**src/sv/prrq_pkg.sv**
```systemverilog
`timescale 1ns / 1ps

package prrq_pkg;

   // Queue depth and the widths that follow from it.
   localparam int MAX_TASKS = 16;
   localparam int IDX_W     = $clog2(MAX_TASKS);
   localparam int CNT_W     = $clog2(MAX_TASKS + 1);

   // Operation codes of an input item.
   localparam logic [1:0] OP_INSERT   = 2'd0;
   localparam logic [1:0] OP_REMOVE   = 2'd1;
   localparam logic [1:0] OP_SCHEDULE = 2'd2;
   localparam logic [1:0] OP_NONE     = 2'd3;

   // Status codes of a result item.
   localparam logic [1:0] ST_OK        = 2'd0;
   localparam logic [1:0] ST_EMPTY     = 2'd1;
   localparam logic [1:0] ST_FULL      = 2'd2;
   localparam logic [1:0] ST_NOT_FOUND = 2'd3;

   // One slot of the ready queue.
   typedef struct packed {
      logic [7:0] tid;
      logic [7:0] prio;
      logic       started;
   } entry_type;

   // Commands from the controller to the datapath.
   typedef struct packed {
      logic load;
      logic check;
      logic walk;
      logic fin;
   } cmd_type;

   // Status from the datapath to the controller.
   typedef struct packed {
      logic imm_done;
      logic imm_fin;
      logic stop;
   } stat_type;

endpackage

```
**src/sv/prrq_ctrl.sv**
```systemverilog
`timescale 1ns / 1ps

module prrq_ctrl
   import prrq_pkg::*;
(
   input  logic     clock,
   input  logic     reset,
   input  logic     start,
   input  stat_type stat,
   output cmd_type  cmd,
   output logic     busy,
   output logic     rsp_valid
);

   localparam logic [2:0] S_IDLE  = 3'd0;
   localparam logic [2:0] S_CHECK = 3'd1;
   localparam logic [2:0] S_WALK  = 3'd2;
   localparam logic [2:0] S_FIN   = 3'd3;
   localparam logic [2:0] S_RESP  = 3'd4;

   logic [2:0] state_ff;
   logic [2:0] state_in;

   // Next state and commands for the datapath.
   always_comb begin
      state_in = state_ff;
      cmd      = '0;
      case (state_ff)
         S_IDLE: begin
            if (start) begin
               cmd.load = 1'b1;
               state_in = S_CHECK;
            end
         end
         S_CHECK: begin
            cmd.check = 1'b1;
            if (stat.imm_done) begin
               state_in = S_RESP;
            end else if (stat.imm_fin) begin
               state_in = S_FIN;
            end else begin
               state_in = S_WALK;
            end
         end
         S_WALK: begin
            cmd.walk = 1'b1;
            if (stat.stop) begin
               state_in = S_FIN;
            end
         end
         S_FIN: begin
            cmd.fin  = 1'b1;
            state_in = S_RESP;
         end
         S_RESP: begin
            state_in = S_IDLE;
         end
         default: begin
            state_in = S_IDLE;
         end
      endcase
   end

   // State register.
   always_ff @(posedge clock) begin
      if (reset) begin
         state_ff <= S_IDLE;
      end else begin
         state_ff <= state_in;
      end
   end

   assign busy      = (state_ff != S_IDLE);
   assign rsp_valid = (state_ff == S_RESP);

   // A result strobe lasts exactly one cycle and is followed by an idle cycle.
   a_rsp_single: assert property (@(posedge clock) disable iff (reset)
      rsp_valid |=> !rsp_valid && !busy)
      else $error("result strobe held for more than one cycle");

endmodule

```
**src/sv/prrq_dp.sv**
```systemverilog
`timescale 1ns / 1ps

module prrq_dp
   import prrq_pkg::*;
(
   input  logic       clock,
   input  logic       reset,
   input  cmd_type    cmd,
   output stat_type   stat,
   input  logic [1:0] req_op,
   input  logic [7:0] req_task_id,
   input  logic [7:0] req_priority_req,
   output logic [1:0] rsp_status,
   output logic [7:0] rsp_chosen_task,
   output logic [7:0] rsp_chosen_priority,
   output logic       rsp_first_run
);

   // Slot storage, written and read one entry a cycle.
   entry_type  mem_ff [MAX_TASKS];
   entry_type  rdat_ff;

   logic [1:0]       op_ff,      op_in;
   logic [7:0]       id_ff,      id_in;
   logic [7:0]       prio_ff,    prio_in;
   logic [1:0]       st_ff,      st_in;
   logic [CNT_W-1:0] occ_ff,     occ_in;
   logic [IDX_W-1:0] rd_ff,      rd_in;
   logic             dat_vld_ff, dat_vld_in;
   logic [IDX_W-1:0] dat_idx_ff, dat_idx_in;
   logic             found_ff,   found_in;
   entry_type        head_ff,    head_in;
   logic             first_ff,   first_in;
   logic [IDX_W-1:0] fin_idx_ff, fin_idx_in;
   entry_type        fin_dat_ff, fin_dat_in;
   logic             fin_we_ff,  fin_we_in;

   logic             wr_en;
   logic [IDX_W-1:0] wr_idx;
   entry_type        wr_dat;
   logic             stop;

   logic [CNT_W-1:0] occ_m1;
   logic             occ_empty;
   logic             occ_full;
   logic             last;
   logic             match;
   entry_type        new_ent;
   entry_type        head_st;
   entry_type        rdat_st;
   logic             sched_ok;

   assign occ_m1    = occ_ff - CNT_W'(1);
   assign occ_empty = (occ_ff == '0);
   assign occ_full  = (occ_ff == CNT_W'(MAX_TASKS));
   assign last      = (CNT_W'(dat_idx_ff) == occ_m1);
   assign match     = (rdat_ff.tid == id_ff);
   assign new_ent   = '{tid: id_ff, prio: prio_ff, started: 1'b0};
   assign head_st   = '{tid: head_ff.tid, prio: head_ff.prio, started: 1'b1};
   assign rdat_st   = '{tid: rdat_ff.tid, prio: rdat_ff.prio, started: 1'b1};

   // Sequencing of one item: capture, early decision, slot walk and final write.
   always_comb begin
      op_in      = op_ff;
      id_in      = id_ff;
      prio_in    = prio_ff;
      st_in      = st_ff;
      occ_in     = occ_ff;
      rd_in      = rd_ff;
      dat_vld_in = dat_vld_ff;
      dat_idx_in = dat_idx_ff;
      found_in   = found_ff;
      head_in    = head_ff;
      first_in   = first_ff;
      fin_idx_in = fin_idx_ff;
      fin_dat_in = fin_dat_ff;
      fin_we_in  = fin_we_ff;
      wr_en      = 1'b0;
      wr_idx     = fin_idx_ff;
      wr_dat     = fin_dat_ff;
      stop       = 1'b0;

      // Capture the request. An insert walks down from the tail, the rest from the head.
      if (cmd.load) begin
         op_in      = req_op;
         id_in      = req_task_id;
         prio_in    = req_priority_req;
         st_in      = ST_OK;
         found_in   = 1'b0;
         fin_we_in  = 1'b0;
         dat_vld_in = 1'b0;
         rd_in      = (req_op == OP_INSERT) ? occ_m1[IDX_W-1:0] : '0;
      end

      // Cases settled without a walk.
      if (cmd.check) begin
         case (op_ff)
            OP_INSERT: begin
               if (occ_full) begin
                  st_in = ST_FULL;
               end else if (occ_empty) begin
                  fin_idx_in = '0;
                  fin_dat_in = new_ent;
                  fin_we_in  = 1'b1;
               end
            end
            OP_REMOVE: begin
               if (occ_empty) begin
                  st_in = ST_NOT_FOUND;
               end
            end
            OP_SCHEDULE: begin
               if (occ_empty) begin
                  st_in = ST_EMPTY;
               end
            end
            default: begin
               st_in = ST_OK;
            end
         endcase
      end

      // One slot read is issued each cycle; the previous read is acted on.
      if (cmd.walk) begin
         rd_in      = (op_ff == OP_INSERT) ? rd_ff - IDX_W'(1) : rd_ff + IDX_W'(1);
         dat_vld_in = 1'b1;
         dat_idx_in = rd_ff;
         if (dat_vld_ff) begin
            case (op_ff)
               OP_INSERT: begin
                  if (rdat_ff.prio >= prio_ff) begin
                     stop       = 1'b1;
                     fin_idx_in = dat_idx_ff + IDX_W'(1);
                     fin_dat_in = new_ent;
                     fin_we_in  = 1'b1;
                  end else begin
                     wr_en  = 1'b1;
                     wr_idx = dat_idx_ff + IDX_W'(1);
                     wr_dat = rdat_ff;
                     if (dat_idx_ff == '0) begin
                        stop       = 1'b1;
                        fin_idx_in = '0;
                        fin_dat_in = new_ent;
                        fin_we_in  = 1'b1;
                     end
                  end
               end
               OP_REMOVE: begin
                  if (found_ff) begin
                     wr_en  = 1'b1;
                     wr_idx = dat_idx_ff - IDX_W'(1);
                     wr_dat = rdat_ff;
                  end else if (match) begin
                     found_in = 1'b1;
                  end
                  if (last) begin
                     stop = 1'b1;
                     if (!(found_ff || match)) begin
                        st_in = ST_NOT_FOUND;
                     end
                  end
               end
               OP_SCHEDULE: begin
                  if (dat_idx_ff == '0) begin
                     head_in  = rdat_ff;
                     first_in = !rdat_ff.started;
                     if (last) begin
                        stop       = 1'b1;
                        fin_idx_in = '0;
                        fin_dat_in = rdat_st;
                        fin_we_in  = 1'b1;
                     end
                  end else if (rdat_ff.prio == head_ff.prio) begin
                     wr_en  = 1'b1;
                     wr_idx = dat_idx_ff - IDX_W'(1);
                     wr_dat = rdat_ff;
                     if (last) begin
                        stop       = 1'b1;
                        fin_idx_in = dat_idx_ff;
                        fin_dat_in = head_st;
                        fin_we_in  = 1'b1;
                     end
                  end else begin
                     stop       = 1'b1;
                     fin_idx_in = dat_idx_ff - IDX_W'(1);
                     fin_dat_in = head_st;
                     fin_we_in  = 1'b1;
                  end
               end
               default: begin
                  stop = 1'b1;
               end
            endcase
         end
      end

      // Final slot write and occupancy update.
      if (cmd.fin) begin
         wr_en = fin_we_ff;
         if (st_ff == ST_OK) begin
            if (op_ff == OP_INSERT) begin
               occ_in = occ_ff + CNT_W'(1);
            end else if (op_ff == OP_REMOVE) begin
               occ_in = occ_m1;
            end
         end
      end
   end

   // Status towards the controller.
   always_comb begin
      stat.imm_done = (op_ff == OP_NONE) || ((op_ff == OP_INSERT) && occ_full) ||
                      ((op_ff != OP_INSERT) && occ_empty);
      stat.imm_fin  = (op_ff == OP_INSERT) && occ_empty;
      stat.stop     = stop;
   end

   // Slot memory with registered read data.
   always_ff @(posedge clock) begin
      if (wr_en) begin
         mem_ff[wr_idx] <= wr_dat;
      end
      if (cmd.walk) begin
         rdat_ff <= mem_ff[rd_ff];
      end
   end

   // Control registers.
   always_ff @(posedge clock) begin
      if (reset) begin
         occ_ff     <= '0;
         dat_vld_ff <= 1'b0;
         found_ff   <= 1'b0;
         fin_we_ff  <= 1'b0;
      end else begin
         occ_ff     <= occ_in;
         dat_vld_ff <= dat_vld_in;
         found_ff   <= found_in;
         fin_we_ff  <= fin_we_in;
      end
   end

   // Payload registers.
   always_ff @(posedge clock) begin
      op_ff      <= op_in;
      id_ff      <= id_in;
      prio_ff    <= prio_in;
      st_ff      <= st_in;
      rd_ff      <= rd_in;
      dat_idx_ff <= dat_idx_in;
      head_ff    <= head_in;
      first_ff   <= first_in;
      fin_idx_ff <= fin_idx_in;
      fin_dat_ff <= fin_dat_in;
   end

   // Result fields; the chosen task only has meaning for a successful schedule.
   assign sched_ok            = (op_ff == OP_SCHEDULE) && (st_ff == ST_OK);
   assign rsp_status          = st_ff;
   assign rsp_chosen_task     = sched_ok ? head_ff.tid : 8'd0;
   assign rsp_chosen_priority = sched_ok ? head_ff.prio : 8'd0;
   assign rsp_first_run       = sched_ok && first_ff;

   a_occ_bound: assert property (@(posedge clock) disable iff (reset)
      occ_ff <= CNT_W'(MAX_TASKS))
      else $error("occupancy beyond queue depth");

   a_walk_in_range: assert property (@(posedge clock) disable iff (reset)
      cmd.walk && dat_vld_ff |-> CNT_W'(dat_idx_ff) < occ_ff)
      else $error("walk acted on a slot outside the queue");

   a_insert_grows: assert property (@(posedge clock) disable iff (reset)
      cmd.fin && (op_ff == OP_INSERT) && (st_ff == ST_OK) |=>
      occ_ff == $past(occ_ff) + CNT_W'(1))
      else $error("successful insert did not grow the queue");

endmodule

```
**src/sv/priority_round_robin_ready_queue.sv**
```systemverilog
`timescale 1ns / 1ps
// Channel   Ports                                         Handshake
// request   req_op, req_task_id, req_priority_req         start high, busy low
// result    rsp_status, rsp_chosen_task,                  rsp_valid, one cycle
//           rsp_chosen_priority, rsp_first_run
//
// An item is settled at once, with no walk, for an unused op, an insert into a full queue,
// or a remove or schedule on an empty one; an insert into an empty queue goes straight to
// the final write. Otherwise the walk reads one slot a cycle through the
// single read port of the slot memory, so its length grows with the occupancy.
// Reset is synchronous and clears the occupancy; slot contents need no clearing.
// The result is shown for one cycle and cannot be stalled; busy stays high until then.

module priority_round_robin_ready_queue
   import prrq_pkg::*;
(
   input  logic       clock,
   input  logic       reset,
   input  logic       start,
   output logic       busy,
   input  logic [1:0] req_op,
   input  logic [7:0] req_task_id,
   input  logic [7:0] req_priority_req,
   output logic       rsp_valid,
   output logic [1:0] rsp_status,
   output logic [7:0] rsp_chosen_task,
   output logic [7:0] rsp_chosen_priority,
   output logic       rsp_first_run
);

   cmd_type  cmd;
   stat_type stat;

   // Sequencer.
   prrq_ctrl u_ctrl (
      .clock     (clock),
      .reset     (reset),
      .start     (start),
      .stat      (stat),
      .cmd       (cmd),
      .busy      (busy),
      .rsp_valid (rsp_valid)
   );

   // Slot storage and walk logic.
   prrq_dp u_dp (
      .clock               (clock),
      .reset               (reset),
      .cmd                 (cmd),
      .stat                (stat),
      .req_op              (req_op),
      .req_task_id         (req_task_id),
      .req_priority_req    (req_priority_req),
      .rsp_status          (rsp_status),
      .rsp_chosen_task     (rsp_chosen_task),
      .rsp_chosen_priority (rsp_chosen_priority),
      .rsp_first_run       (rsp_first_run)
   );

endmodule
```
**config.mk**
```make
export PLATFORM = sky130hd
export DESIGN_NAME = priority_round_robin_ready_queue
export DESIGN_NICKNAME = d
export VERILOG_FILES = /design/src/sv/prrq_pkg.sv /design/src/sv/prrq_ctrl.sv /design/src/sv/prrq_dp.sv /design/src/sv/priority_round_robin_ready_queue.sv
export SDC_FILE = /design/constraint.sdc
export NUM_CORES = 1
export LEC_CHECK = 0
export ABC_AREA = 0
export BUFFER_PORTS_ARGS = -buffer_cell sky130_fd_sc_hd__buf_2
export CAP_MARGIN = 20
export CORE_ASPECT_RATIO = 0.5
export CORE_MARGIN = 2
export CORE_UTILIZATION = 48
export DETAILED_ROUTE_END_ITERATION = 10
export GPL_ROUTABILITY_DRIVEN = 1
export PLACE_DENSITY = 0.69
export SYNTH_ARGS = -nofsm -noshare
export SYNTH_HDL_FRONTEND = slang
export SYNTH_SLANG_ARGS = --single-unit
```
**constraint.sdc**
```tcl
create_clock -name clock -period 4.7 [get_ports clock]
set_clock_uncertainty 0.2 [all_clocks]
set_input_delay 0.705 -clock clock [delete_from_list [all_inputs] [get_ports clock]]
set_output_delay 0.705 -clock clock [all_outputs]
set_load 0.01 [all_outputs]
```
==> results.cfg <==
[status]
status = finished clean

[setup_path]
crit_end = u_dp.mem_ff[5][11]$_DFFE_PP_
cp-startpoint = u_dp.rdat_ff[3]$_DFFE_PP_
setup.worst_path.start_class = flop
crit_type = reg2reg
end_kind = flop
r2r_slack_ns = 0.69
cp_max_fo = 17
cp.required_ns = 4.75
r2r_cells = 9
rr_endpoint = u_dp.mem_ff[5][11]$_DFFE_PP_
critPathArrivalTime_ns = 4.06
worstReg2RegStart = u_dp.rdat_ff[3]$_DFFE_PP_

[power_and_ir_drop]
p_leak_nw = 5.696
power.density_nw_per_um2 = 432.1
worst_ir_drop_vdd_mv = 0.2182
p_total_mw = 7.567

[final_layout]
stdcell_area_sq_um = 17510
final_common_cell = edfxtp_1
nets = 1026
layout_common_cells = edfxtp_1 (332), mux4_2 (85), nor2_1 (42), buf_2 (41), nand2_1 (40)
final_layout_size_suffix_gt1_share_pct = 25.44
postLayoutCoreUtil_pct = 55.03
nFillCells = 2432
fin_cells = 1446
antenna_cells = 0
syn_to_final_growth_pct = 12.25

[synthesis]
ys.flop_type = edfxtp_1
yosysWarnings = 0
synth-seq-area-share_pct = 68.26
ys_ff_latch = 366
synth_enable_flop_cells = 332
synthesis.area_sq_um = 15600
async_reset_ff_share_pct = 0
postSynthAreaPerCell_sq_um = 16.79
synth.distinct_cells = 68
synth_fp_nets = 965
netlist_instances = 929

[grt]
overflow = 0
grt_pass1_wl_mm = 57.37
first_global_vias = 8920
antenna_found_initial = 2
grt_max_degree = 72
track_usage_pct = 22.64

[route]
detail_route.first_pass.iterations = 5
drt_iter0_markers = 1239
routed_via_density = 6.209
drtAntennaViolNets = 0
wl_mm = 38.00
post-route-drc-count = 0
vias = 8978
post_drt_wl_per_cell_um = 26.28

[min_path]
worst_hold_path_type = in2reg
hold_start = req_task_id[3]

[sta]
timing.final.ws_setup_ns = 0.6883
rsz0062_at_grt = no
tightest_slew_ns = 1.109
period_minus_slack_ns = 4.012
hold_viol = 0
slew_viol_final = 0
finalSetupViolations = 0
relSlewSlack_pct = 26.07
period_share_pct = 85.35
fmax_ghz = 0.2493
fin_setup_tns_ns = 0
fin_hold_ws_ns = 0.1515

[floorplan]
num_io_pins = 42
num_rows = 46
die_w_um = 259.0
coreArea_sq_um = 31830
dieHeight_um = 131.5
die-area_sq_um = 34050
start_util_pct = 49.02

[clocking]
cts_inserted_buffers = 34
numClockSinks = 366
cts_resized = 0
post_cts_buffers = 0
clk_pin_slew_ns = 0.06
holdBufCountCts = 0
cts-root-buf = clkbuf_16
tritoncts = yes
clk_path_buf_depth = 3
htree_levels = 2
clock_latency_ns = 0.53

[placed_design]
post-place-ws_ns = 0.8166
portBuffers = 41
dpl.cell_count = 1384
dp_hpwl_mm = 23.91
gp_congestion = 0.9391
placed_area_sq_um = 16470

[run]
drv_cap = 0
[kinds of logic after synthesis]
family / count (synthesis) / synth area share (%)
flops: 366 / 68.26
simple gates: 192 / 6.303
compound gates: 145 / 6.744
mux: 101 / 13.42
buf+inv: 76 / 2.117
xor+xnor: 34 / 1.909
fa+ha+maj: 15 / 1.251
[worst min path at each step]
| stage | slack, ns | cells after the start | end |
|---|---|---|---|
| floorplan | 0.22 | 0 | u_dp.dat_idx_ff[0]$_DFFE_PP_ |
| global placement | 0.26 | 2 | u_dp.fin_dat_ff[16]$_DFF_P_ |
| detailed placement | 0.28 | 2 | u_dp.fin_dat_ff[16]$_DFF_P_ |
| CTS | 0.13 | 1 | u_dp.id_ff[3]$_DFFE_PP_ |
| global route | 0.14 | 1 | u_dp.id_ff[3]$_DFFE_PP_ |
| finish | 0.15 | 1 | u_dp.id_ff[3]$_DFFE_PP_ |
[state kept, by name (all words and copies together) (netlist names), 4 cells and up]
| signal | flops |
|---|---|
| u_dp.fin_idx_ff | 4 |
| u_dp.occ_ff | 5 |
| u_dp.mem_ff | 272 |
| u_dp.id_ff | 8 |
| u_dp.fin_dat_ff | 17 |
| u_dp.rd_ff | 4 |
| u_dp.prio_ff | 8 |
| u_dp.dat_idx_ff | 4 |
| u_dp.rdat_ff | 17 |
| u_dp.head_ff | 16 |
[power breakdown]
part	internal, mW	leakage [nW]	total [mW]	switching, mW
logic	0.345	1.91	0.962	0.617
clock network	1.40	0.495	2.60	1.19
registers	3.91	3.29	4.01	0.0969
total	5.66	5.70	7.57	1.91
[worst max-delay path, stage by stage, from the launching register on]
cell and delay, ns:
edfxtp_1 0.46, ha_1 0.33, a211o_1 0.25, a31oi_1 0.25
o311a_1 0.49, o221a_2 0.43, a21boi_0 0.18, o21ai_0 0.78
nor2_2 0.08, buf_4 0.27
[Yosys cell counts, types with 2 or more instances]
master | instances | area share [%]
edfxtp_1 | 332 | 64
mux4_2 | 85 | 12
nor2_1 | 59 | 1.4
nand2_1 | 40 | 0.96
dfxtp_1 | 34 | 4.4
xnor2_1 | 29 | 1.6
a21oi_1 | 25 | 0.80
clkbuf_1 | 24 | 0.58
inv_1 | 23 | 0.55
and2_1 | 22 | 0.88
nand3_1 | 19 | 0.61
o21ai_0 | 19 | 0.61
buf_2 | 18 | 0.58
o221ai_1 | 16 | 0.90
mux2_2 | 15 | 1.1
ha_1 | 14 | 1.1
nor3_1 | 11 | 0.35
a31oi_1 | 10 | 0.40
a211oi_1 | 8 | 0.38
nand4_1 | 8 | 0.32
a221oi_1 | 7 | 0.39
o31ai_1 | 7 | 0.34
a31o_2 | 6 | 0.34
a32oi_1 | 6 | 0.34
buf_1 | 6 | 0.14
nand2b_1 | 6 | 0.24
a2111oi_0 | 5 | 0.28
nor2b_1 | 5 | 0.20
xor2_1 | 5 | 0.28
a211o_1 | 4 | 0.22
a22oi_1 | 4 | 0.19
a21boi_0 | 3 | 0.14
a21o_1 | 3 | 0.14
and3_1 | 3 | 0.12
nand3b_1 | 3 | 0.14
nor3b_1 | 3 | 0.14
o21a_1 | 3 | 0.14
o22ai_1 | 3 | 0.12
a311oi_1 | 2 | 0.11
a32o_1 | 2 | 0.13
buf_4 | 2 | 0.096
buf_6 | 2 | 0.14
nor3b_4 | 2 | 0.24
o211ai_1 | 2 | 0.096
[layout make-up]
type                       instances  area [sq um]  share of cell area (%)
clock buffer                      41         877.1                   5.008
clock inverter                    19         145.1                  0.8287
inverter                          24         90.09                  0.5144
multi-input combinational        487          4674                   26.69
sequential                       366         10650                   60.81
tap                              432         540.5                   3.086
timing repair buffer              77         536.8                   3.065
[per-layer routing]
layer  GRT usage [%]  part of all wire [%]  vias up
li1                -                     -     3867
met1           34.00                    45     4689
met3           4.109                   7.9       50
met2           34.52                    46      372
met5               0                     0        -
met4           5.234                   1.4        0
No activity file was read; power rests on OpenSTA's default activity.
